--- src/hdl/pbs_pkg.sv ---
// ----------------------------------------------------------------------------
// pbs_pkg
// Shared widths, register indexes, reset values and bus types for the power
// button sequencer.
// ----------------------------------------------------------------------------
package pbs_pkg;

    localparam int DELAY_W = 16;
    localparam int COUNT_W = DELAY_W + 1;
    localparam int INDEX_W = 2;

    localparam logic [INDEX_W-1:0] REG_ON_HOLD       = 2'd0;
    localparam logic [INDEX_W-1:0] REG_OFF_HOLD      = 2'd1;
    localparam logic [INDEX_W-1:0] REG_SHUTDOWN_WAIT = 2'd2;

    localparam logic [DELAY_W-1:0] ON_HOLD_RESET       = DELAY_W'(1000);
    localparam logic [DELAY_W-1:0] OFF_HOLD_RESET      = DELAY_W'(3000);
    localparam logic [DELAY_W-1:0] SHUTDOWN_WAIT_RESET = DELAY_W'(10000);

    typedef struct packed {
        logic [DELAY_W-1:0] on_hold_ms;
        logic [DELAY_W-1:0] off_hold_ms;
        logic [DELAY_W-1:0] shutdown_wait_ms;
    } cfg_t;

    typedef struct packed {
        logic shutting_down;
        logic system_marked_on;
        logic shutdown_request;
        logic regulator_enable;
    } result_t;

endpackage

--- src/hdl/power_button_sequencer.sv ---
// ----------------------------------------------------------------------------
// power_button_sequencer
// Millisecond-tick power sequencer with stream input and output.
// ----------------------------------------------------------------------------
// Each input transaction is one millisecond tick and yields exactly one result
// transaction. A tick is captured in an input register. Once the output register
// is free, the sequencer state is updated from it and the result lands in the
// output register, from which it is offered on the master side. One
// tick is taken every cycle while the result side keeps up; the single state
// update per cycle sets that rate. Delay registers reset to 1000, 3000 and
// 10000 ms and should be written only while no tick is in flight.
module power_button_sequencer
(
    input  logic                        clk,
    input  logic                        rst_n,

    input  logic                        s_tvalid,
    output logic                        s_tready,
    input  logic [7:0]                  s_tdata,   // [0] button_pressed, [1] low_voltage

    output logic                        m_tvalid,
    input  logic                        m_tready,
    output logic [7:0]                  m_tdata,   // [0] regulator_enable,
                                                   // [1] shutdown_request,
                                                   // [2] system_marked_on,
                                                   // [3] shutting_down

    input  logic                        cfg_we,
    input  logic [pbs_pkg::INDEX_W-1:0] cfg_index,
    input  logic [pbs_pkg::DELAY_W-1:0] cfg_data
);

    pbs_pkg::cfg_t    cfg;
    pbs_pkg::result_t result;

    logic       in_valid_reg;
    logic [1:0] in_data_reg;
    logic       out_valid_reg;
    logic [3:0] out_data_reg;
    logic       advance;

    // Advance the tick into the output register when that register frees up
    assign advance  = in_valid_reg && (!out_valid_reg || m_tready);
    assign s_tready = !in_valid_reg || advance;

    always_ff @(posedge clk or negedge rst_n)
    begin
        if (!rst_n)
        begin
            in_valid_reg  <= 1'b0;
            out_valid_reg <= 1'b0;
        end
        else
        begin
            if (s_tready)
            begin
                in_valid_reg <= s_tvalid;
            end
            if (advance)
            begin
                out_valid_reg <= 1'b1;
            end
            else if (m_tready)
            begin
                out_valid_reg <= 1'b0;
            end
        end
    end

    always_ff @(posedge clk)
    begin
        if (s_tvalid && s_tready)
        begin
            in_data_reg <= s_tdata[1:0];
        end
        if (advance)
        begin
            out_data_reg <= result;
        end
    end

    pbs_cfg_regs u_cfg_regs
    (
        .clk       (clk),
        .rst_n     (rst_n),
        .cfg_we    (cfg_we),
        .cfg_index (cfg_index),
        .cfg_data  (cfg_data),
        .cfg       (cfg)
    );

    pbs_core u_core
    (
        .clk            (clk),
        .rst_n          (rst_n),
        .step           (advance),
        .button_pressed (in_data_reg[0]),
        .low_voltage    (in_data_reg[1]),
        .cfg            (cfg),
        .result         (result)
    );

    assign m_tvalid = out_valid_reg;
    assign m_tdata  = {4'b0000, out_data_reg};

    // An empty output stage never blocks the input side
    a_ready_when_empty: assert property (@(posedge clk) disable iff (!rst_n)
        !m_tvalid |-> s_tready)
        else $error("input stalled with empty output stage");

    // The request level is raised and dropped together with the shutdown phase
    a_request_tracks_phase: assert property (@(posedge clk) disable iff (!rst_n)
        m_tvalid |-> (m_tdata[1] == m_tdata[3]))
        else $error("shutdown request out of step with shutdown phase");

    // A captured tick reaches the output stage in the next cycle when it is free
    a_tick_moves_on: assert property (@(posedge clk) disable iff (!rst_n)
        (in_valid_reg && !m_tvalid) |=> m_tvalid)
        else $error("captured tick did not reach the output stage");

endmodule

--- src/hdl/pbs_cfg_regs.sv ---
// ----------------------------------------------------------------------------
// pbs_cfg_regs
// Delay registers written through the plain write port.
// ----------------------------------------------------------------------------
module pbs_cfg_regs
(
    input  logic                          clk,
    input  logic                          rst_n,
    input  logic                          cfg_we,
    input  logic [pbs_pkg::INDEX_W-1:0]   cfg_index,
    input  logic [pbs_pkg::DELAY_W-1:0]   cfg_data,
    output pbs_pkg::cfg_t                 cfg
);

    pbs_pkg::cfg_t cfg_reg;

    always_ff @(posedge clk or negedge rst_n)
    begin
        if (!rst_n)
        begin
            cfg_reg.on_hold_ms       <= pbs_pkg::ON_HOLD_RESET;
            cfg_reg.off_hold_ms      <= pbs_pkg::OFF_HOLD_RESET;
            cfg_reg.shutdown_wait_ms <= pbs_pkg::SHUTDOWN_WAIT_RESET;
        end
        else if (cfg_we)
        begin
            case (cfg_index)
                pbs_pkg::REG_ON_HOLD:       cfg_reg.on_hold_ms       <= cfg_data;
                pbs_pkg::REG_OFF_HOLD:      cfg_reg.off_hold_ms      <= cfg_data;
                pbs_pkg::REG_SHUTDOWN_WAIT: cfg_reg.shutdown_wait_ms <= cfg_data;
                default:                    ;
            endcase
        end
    end

    assign cfg = cfg_reg;

endmodule

--- src/hdl/pbs_core.sv ---
// ----------------------------------------------------------------------------
// pbs_core
// Sequencer state and the per-tick update: hold timing, shutdown timing and
// the output levels that follow from them.
// ----------------------------------------------------------------------------
module pbs_core
(
    input  logic              clk,
    input  logic              rst_n,
    input  logic              step,
    input  logic              button_pressed,
    input  logic              low_voltage,
    input  pbs_pkg::cfg_t     cfg,
    output pbs_pkg::result_t  result
);

    logic                        system_on_reg,        system_on_next;
    logic                        shutdown_armed_reg,   shutdown_armed_next;
    logic                        hold_timing_reg,      hold_timing_next;
    logic [pbs_pkg::COUNT_W-1:0] hold_elapsed_reg,     hold_elapsed_next;
    logic                        shutdown_timing_reg,  shutdown_timing_next;
    logic [pbs_pkg::COUNT_W-1:0] shutdown_elapsed_reg, shutdown_elapsed_next;
    logic                        regulator_level_reg,  regulator_level_next;
    logic                        request_level_reg,    request_level_next;

    logic [pbs_pkg::COUNT_W:0]   hold_inc;
    logic [pbs_pkg::COUNT_W:0]   shutdown_inc;
    logic [pbs_pkg::COUNT_W-1:0] hold_sat;
    logic [pbs_pkg::COUNT_W-1:0] shutdown_sat;

    // Saturating increments: hold at all ones on carry out
    assign hold_inc     = {1'b0, hold_elapsed_reg} + 1'b1;
    assign shutdown_inc = {1'b0, shutdown_elapsed_reg} + 1'b1;
    assign hold_sat     = hold_inc[pbs_pkg::COUNT_W] ? hold_elapsed_reg
                                                     : hold_inc[pbs_pkg::COUNT_W-1:0];
    assign shutdown_sat = shutdown_inc[pbs_pkg::COUNT_W] ? shutdown_elapsed_reg
                                                         : shutdown_inc[pbs_pkg::COUNT_W-1:0];

    always_comb
    begin
        system_on_next        = system_on_reg;
        shutdown_armed_next   = shutdown_armed_reg;
        hold_timing_next      = hold_timing_reg;
        hold_elapsed_next     = hold_elapsed_reg;
        shutdown_timing_next  = shutdown_timing_reg;
        shutdown_elapsed_next = shutdown_elapsed_reg;
        regulator_level_next  = regulator_level_reg;
        request_level_next    = request_level_reg;

        // Hold timing runs only while the shutdown phase is not armed
        if (!shutdown_armed_reg)
        begin
            if (!button_pressed)
            begin
                hold_timing_next = 1'b0;
            end
            else if (!hold_timing_reg)
            begin
                hold_timing_next  = 1'b1;
                hold_elapsed_next = '0;
            end
            else
            begin
                hold_elapsed_next = hold_sat;
                if (!system_on_reg)
                begin
                    if (hold_sat > {1'b0, cfg.on_hold_ms})
                    begin
                        system_on_next       = 1'b1;
                        regulator_level_next = 1'b1;
                        hold_timing_next     = 1'b0;
                    end
                end
                else if (hold_sat > {1'b0, cfg.off_hold_ms})
                begin
                    system_on_next      = 1'b0;
                    request_level_next  = 1'b1;
                    hold_timing_next    = 1'b0;
                    shutdown_armed_next = 1'b1;
                end
            end
        end

        // Shutdown timer acts once per tick, while the phase is armed at tick start or low_voltage is set
        if (shutdown_armed_reg || low_voltage)
        begin
            if (!shutdown_timing_reg)
            begin
                shutdown_timing_next  = 1'b1;
                shutdown_elapsed_next = '0;
                request_level_next    = 1'b1;
            end
            else
            begin
                shutdown_elapsed_next = shutdown_sat;
                if (shutdown_sat > {1'b0, cfg.shutdown_wait_ms})
                begin
                    regulator_level_next = 1'b0;
                    request_level_next   = 1'b0;
                    shutdown_timing_next = 1'b0;
                    shutdown_armed_next  = 1'b0;
                end
            end
        end
    end

    always_ff @(posedge clk or negedge rst_n)
    begin
        if (!rst_n)
        begin
            system_on_reg        <= 1'b0;
            shutdown_armed_reg   <= 1'b0;
            hold_timing_reg      <= 1'b0;
            hold_elapsed_reg     <= '0;
            shutdown_timing_reg  <= 1'b0;
            shutdown_elapsed_reg <= '0;
            regulator_level_reg  <= 1'b0;
            request_level_reg    <= 1'b0;
        end
        else if (step)
        begin
            system_on_reg        <= system_on_next;
            shutdown_armed_reg   <= shutdown_armed_next;
            hold_timing_reg      <= hold_timing_next;
            hold_elapsed_reg     <= hold_elapsed_next;
            shutdown_timing_reg  <= shutdown_timing_next;
            shutdown_elapsed_reg <= shutdown_elapsed_next;
            regulator_level_reg  <= regulator_level_next;
            request_level_reg    <= request_level_next;
        end
    end

    assign result.regulator_enable = regulator_level_next;
    assign result.shutdown_request = request_level_next;
    assign result.system_marked_on = system_on_next;
    assign result.shutting_down    = shutdown_armed_next || shutdown_timing_next;

endmodule
--- config.mk ---
export PLATFORM = sky130hd
export DESIGN_NAME = power_button_sequencer
export DESIGN_NICKNAME = d
export VERILOG_FILES = /design/src/hdl/pbs_pkg.sv /design/src/hdl/power_button_sequencer.sv /design/src/hdl/pbs_cfg_regs.sv /design/src/hdl/pbs_core.sv
export SDC_FILE = /design/constraint.sdc
export NUM_CORES = 1
export LEC_CHECK = 0
export BUFFER_PORTS_ARGS = -buffer_cell sky130_fd_sc_hd__buf_2
export CORE_MARGIN = 2
export CORE_UTILIZATION = 60
export CTS_BUF_LIST = sky130_fd_sc_hd__clkbuf_16
export DETAILED_ROUTE_END_ITERATION = 10
export GPL_TIMING_DRIVEN = 0
export PLACE_DENSITY_LB_ADDON = 0.2
export SETUP_SLACK_MARGIN = 0.2
export SLEW_MARGIN = 20
export SYNTH_ARGS = -nofsm -noshare
export SYNTH_HDL_FRONTEND = slang
export SYNTH_SLANG_ARGS = --single-unit
--- constraint.sdc ---
create_clock -name clk -period 10.75 [get_ports clk]
set_clock_uncertainty 0.2 [all_clocks]
set_input_delay 0 -clock clk [delete_from_list [all_inputs] [get_ports clk]]
set_output_delay 0 -clock clk [all_outputs]
set_load 0.01 [all_outputs]
* Word level (Yosys, flattened, before mapping)
Cells that the tools add are included.
Widths: inputs -> output; s select.
** Storage, ports and cells
- Register bits after elaboration :: 96
- Input bits :: 31
** Operators by class
- Equal/unequal tests :: 2
- $lt $le $gt $ge :: 3
- Bitwise operators :: 1
- $add $sub $neg :: 2
- Mux-type cells :: 43
- Reductions and logical operators :: 16
** Operators with widths (number)
- $mux 17 :: 4
- $gt 17x16->1 :: 3
- $mux 1 :: 39
- $add 17x1->18 const B :: 2
- $reduce_and 2->1 :: 5
- $logic_or 1x1->1 :: 4
- $reduce_and 3->1 :: 1
- $eq 2x1->1 const B :: 1
- $eq 2x2->1 const B :: 1
- $logic_and 1x1->1 :: 2
- $logic_not 1->1 :: 2
- $logic_not 2->1 :: 1
- $reduce_bool 2->1 :: 1
- $not 1->1 :: 1

* Depth between registers and ports, before layout
- Depth after elaboration :: 12
- Depth in mapped cells :: 16
- Gate-level depth less buffers :: 14

* Cells and area by module
From an unflattened synthesis, not the netlist that was laid out.
** Unflattened totals
- Cell total of the unflattened synthesis :: 595
- Area, all modules :: 5954.5 um^2
** By module, submodules not included
- pbs_core :: area an instance 3798.6 um^2, times used 1, cells an instance 474
- pbs_cfg_regs :: area an instance 1838.0 um^2, times used 1, cells an instance 102
- power_button_sequencer :: area an instance 317.8 um^2, times used 1, cells an instance 19

* Worst setup path after synthesis
OpenSTA, ideal clock, no wires.
- Kind :: flip-flop to flip-flop
- Start point :: reg u_core.shutdown_elapsed_reg[11] (netlist bit)
- End point :: reg out_data_reg[1] (data pin)
- Clock period less this slack :: 3.555 ns
- Buffers on the path :: 2
- Arrival :: 3.101 ns
- Stages on the path, launching flop included :: 17
- Path slack :: 7.195 ns
- Cells stage by stage :: dfrtp_1 > buf_4 > nand4_1 > or3_1 > buf_2 > o21ai_1 > nor2_1 > and3_1 > xor2_1 > ha_1 > nand3_1 > nor4_1 > o31ai_1 > o211ai_1 > a21o_1 > nor3b_1 > o21ba_1
** RTL lines
- from (decl) :: RTL line pbs_core.sv:22 : logic [pbs_pkg::COUNT_W-1:0] shutdown_elapsed_reg, shutdown_elapsed_next;
- from (signal assigned) :: RTL line pbs_core.sv:127 : shutdown_elapsed_reg <= shutdown_elapsed_next;
- to (signal assigned) :: RTL line power_button_sequencer.sv:78 : out_data_reg <= result;
- to (decl) :: RTL line power_button_sequencer.sv:39 : logic [3:0] out_data_reg;

==> impl_results.md <==
* Hold crit path type: primary input to asynchronous set/reset pin
* Die height at roughly 100 um
* PD cells at 153 nW/um2
* Initial drt markers at between 200 and 250
* IO buf count at 30
* RSZ-0062 raised after global routing: false
* Cell taking the most area after synthesis: dfrtp_1
* Leak Pwr at roughly 0.0032 uW
* Final std cell area, no fill at 6680 um2
* Final Max Slew Viols at 0
* Sequential fraction of the synthesis area at 0.425
* FF+latch count, synth at 96
* Most used flip-flop cell after synthesis: dfrtp_1
* Setup-failing EPs final at 0
* DR DRC count at 0
* Fin Setup TNS at 0 ns
* Avg Cell Area, Syn at between 9 and 10 um2
* Synth area leaders: dfrtp_1, ha_1, dfstp_2
* Initial cell density of the core at 0.622
* # resized after CTS at 0
* Num CTS Buffers at 9
* WL/cell at around 17 um
* Die Span X at 102 um
* Max VDD drop at approximately 120 uV
* Register area at 2450 um2
* Yosys warning count at 0
* H-tree depth at 3
* Share of cells above drive strength 1 at 0.167
* Asr flop ratio synth at 0.938
* Fin. Hold Viols at 0
* Max Cap Viol at 0
* Fillers at between 700 and 800
* Antenna Nets Post-Route at 0
* I/O Pins at 41
* First-pass GRT wire length at between 20000 and 25000 um
* Fmax at 0.227 GHz
* Post-synth EDFFs at 6
* CTS sink cnt at 96
* Max reg flops at 48
* Nets at approximately 750
* CTS root buffer: clkbuf_16
* Worst path required time at 10.65 ns
* Final period util at 0.410
* All-Layer GR Usage at 0.277
* Post-CTS Setup Repair Bufs at 0
* CTS tree: done
* Via/cell ratio at between 5 and 6
* Pwr Total at 1020 uW
* Clock latency on the worst-skew pair at between 0.3 and 0.4 ns
* Clock Pin Slew Worst Setup and Hold Paths at 0.07 ns
* Clock Tree Buf Depth at 2
* Worst setup EP type: flop
* DP Area at 6130 um2
* Worst EP arrival at about 4.3 ns
* Via count at 4660
* Critical Path Fanout Max at 7
* # hold bufs at CTS at 26
* Multi-input logic area at between 3000 and 4000 um2
* Final min period at roughly 4.4 ns
* Share of the synthesized area in the top cell type at 0.312
* Synthesized cell area at slightly below 6000 um2
* Most frequent cells in the layout: dfrtp_1, nand2_1, inv_1
* TritonRoute pass-1 iters at 5
* Synth cell types at 57
* Die ar. at 10400 um2
* Mapped Cells at approximately 590
* Slew HR at 0.434
* HPWL Detailed at roughly 9700 um
* Final wirelength at ~13000 um
* Number of global-route vias before repair at 4667
* Largest net degree at the start of global routing at about 70
* Global placement routability congestion at 0.895
* Setup CP Type: flop to flop
* WHS at ~0.02 ns
* Initial antenna violation count at 0
* N_diodes at 0
* Gr ovfl total at 0
* Status: completed
* Synthesis-to-finish area growth at 15.7%
* Core ar. at 9280 um2
* Worst-margin pin slew at 0.847 ns
* Most common cell after layout, fill and taps aside: dfrtp_1
* Core Rows at 35
* Crit start category: flop
## critical path, cell delays in order, from the launching register on
cell and delay [ns]:
dfrtp_1 0.32, clkbuf_1 0.27, and4_1 0.30, nand4_1 0.27, o21ai_1 0.43, nor2_1 0.18
and3_1 0.26, xor2_1 0.16, ha_1 0.30, nand3_1 0.12, nor4_1 0.30, o31ai_1 0.17
o211ai_1 0.12, a21o_1 0.18, nor3b_1 0.37, o21ba_1 0.22
## Yosys cell counts (2+ instances only)
| master | number |
|---|---|
| nor3b_1 | 2 |
| nand4_1 | 16 |
| nor2_1 | 39 |
| buf_2 | 2 |
| a31oi_1 | 5 |
| and3_1 | 8 |
| mux2i_1 | 4 |
| edfxtp_1 | 6 |
| buf_4 | 7 |
| and2_1 | 2 |
| o21ai_1 | 3 |
| nand2b_1 | 5 |
| inv_1 | 51 |
| o2111ai_1 | 2 |
| ha_1 | 50 |
| nand3b_1 | 3 |
| and4_1 | 4 |
| a22o_1 | 13 |
| xnor2_1 | 17 |
| a21oi_1 | 12 |
| dfrtp_1 | 72 |
| nand3_1 | 21 |
| clkbuf_1 | 14 |
| nor4_1 | 3 |
| o21ai_0 | 50 |
| a21boi_0 | 3 |
| or3_1 | 3 |
| o211ai_1 | 2 |
| o31ai_1 | 11 |
| dfstp_2 | 18 |
| o21a_1 | 6 |
| a21o_1 | 6 |
| nand2_1 | 61 |
| xor2_1 | 11 |
| nor3_1 | 2 |
| o21ba_1 | 2 |
| mux2_2 | 33 |
| o211a_1 | 2 |
| a211oi_1 | 4 |
## path summary, 6_finish.rpt
path                                                start                     end  slack, ns  cells past startpoint
min in group clk                               s_tdata[1]          in_data_reg[1]       0.17                      2
min                                                 rst_n      u_cfg_regs.cfg[21]       0.02                      2
min reg2reg                        u_core.hold_timing_reg  u_core.hold_timing_reg       0.30                      1
max                        u_core.shutdown_elapsed_reg[6]         out_data_reg[0]       6.34                     15
max in group asynchronous                           rst_n      u_cfg_regs.cfg[16]       9.07                      3
max reg2reg                u_core.shutdown_elapsed_reg[6]         out_data_reg[0]       6.34                     15
## report_power, final
group / internal (uW) / switching (uW)
sequential: 424 / 31.4
combinational: 107 / 142
clock: 178 / 139
## through the flow
stage,utilization,instances,setup WS [ns]
finish,0.719,798,6.34
global route,0.719,798,6.06
CTS,0.719,798,6.47
detailed placement,0.660,756,6.50
global placement,0.656,755,6.55
floorplan,-,596,7.19
## routing by layer
| metal | part of all wire | global-route usage | wire length, um |
|---|---|---|---|
| met5 | 0 | 0 | 0 |
| met4 | 0.012 | 0.0708 | 158 |
| met2 | 0.48 | 0.460 | 6450 |
| met3 | 0.050 | 0.0520 | 666 |
| met1 | 0.46 | 0.378 | 6110 |
## cells by family (layout without fill, tap and decap cells)
| family | after synthesis | in the layout | synth area share |
|---|---|---|---|
| AO/OA/AOI/OAI | 129 | 129 | 0.148 |
| XOR/XNOR | 28 | 28 | 0.0425 |
| adder cells (fa/ha/maj) | 50 | 50 | 0.108 |
| buffers and inverters | 76 | 149 | 0.0559 |
| flip-flops | 96 | 96 | 0.425 |
| multiplexers | 37 | 37 | 0.0713 |
| other | 1 | 4 | 0.000650 |
| AND/OR/NAND/NOR | 176 | 176 | 0.148 |
## final cells by class
class,count,share of cell area
multi-input cells,424,0.450
flip-flops and latches,96,0.368
repair buffers,57,0.0665
clock buffers,9,0.0337
inverters,51,0.0287
well taps,129,0.0242
plain buffers,25,0.0197
clock inverters,7,0.00974
No activity file was read; power rests on OpenSTA's default activity.
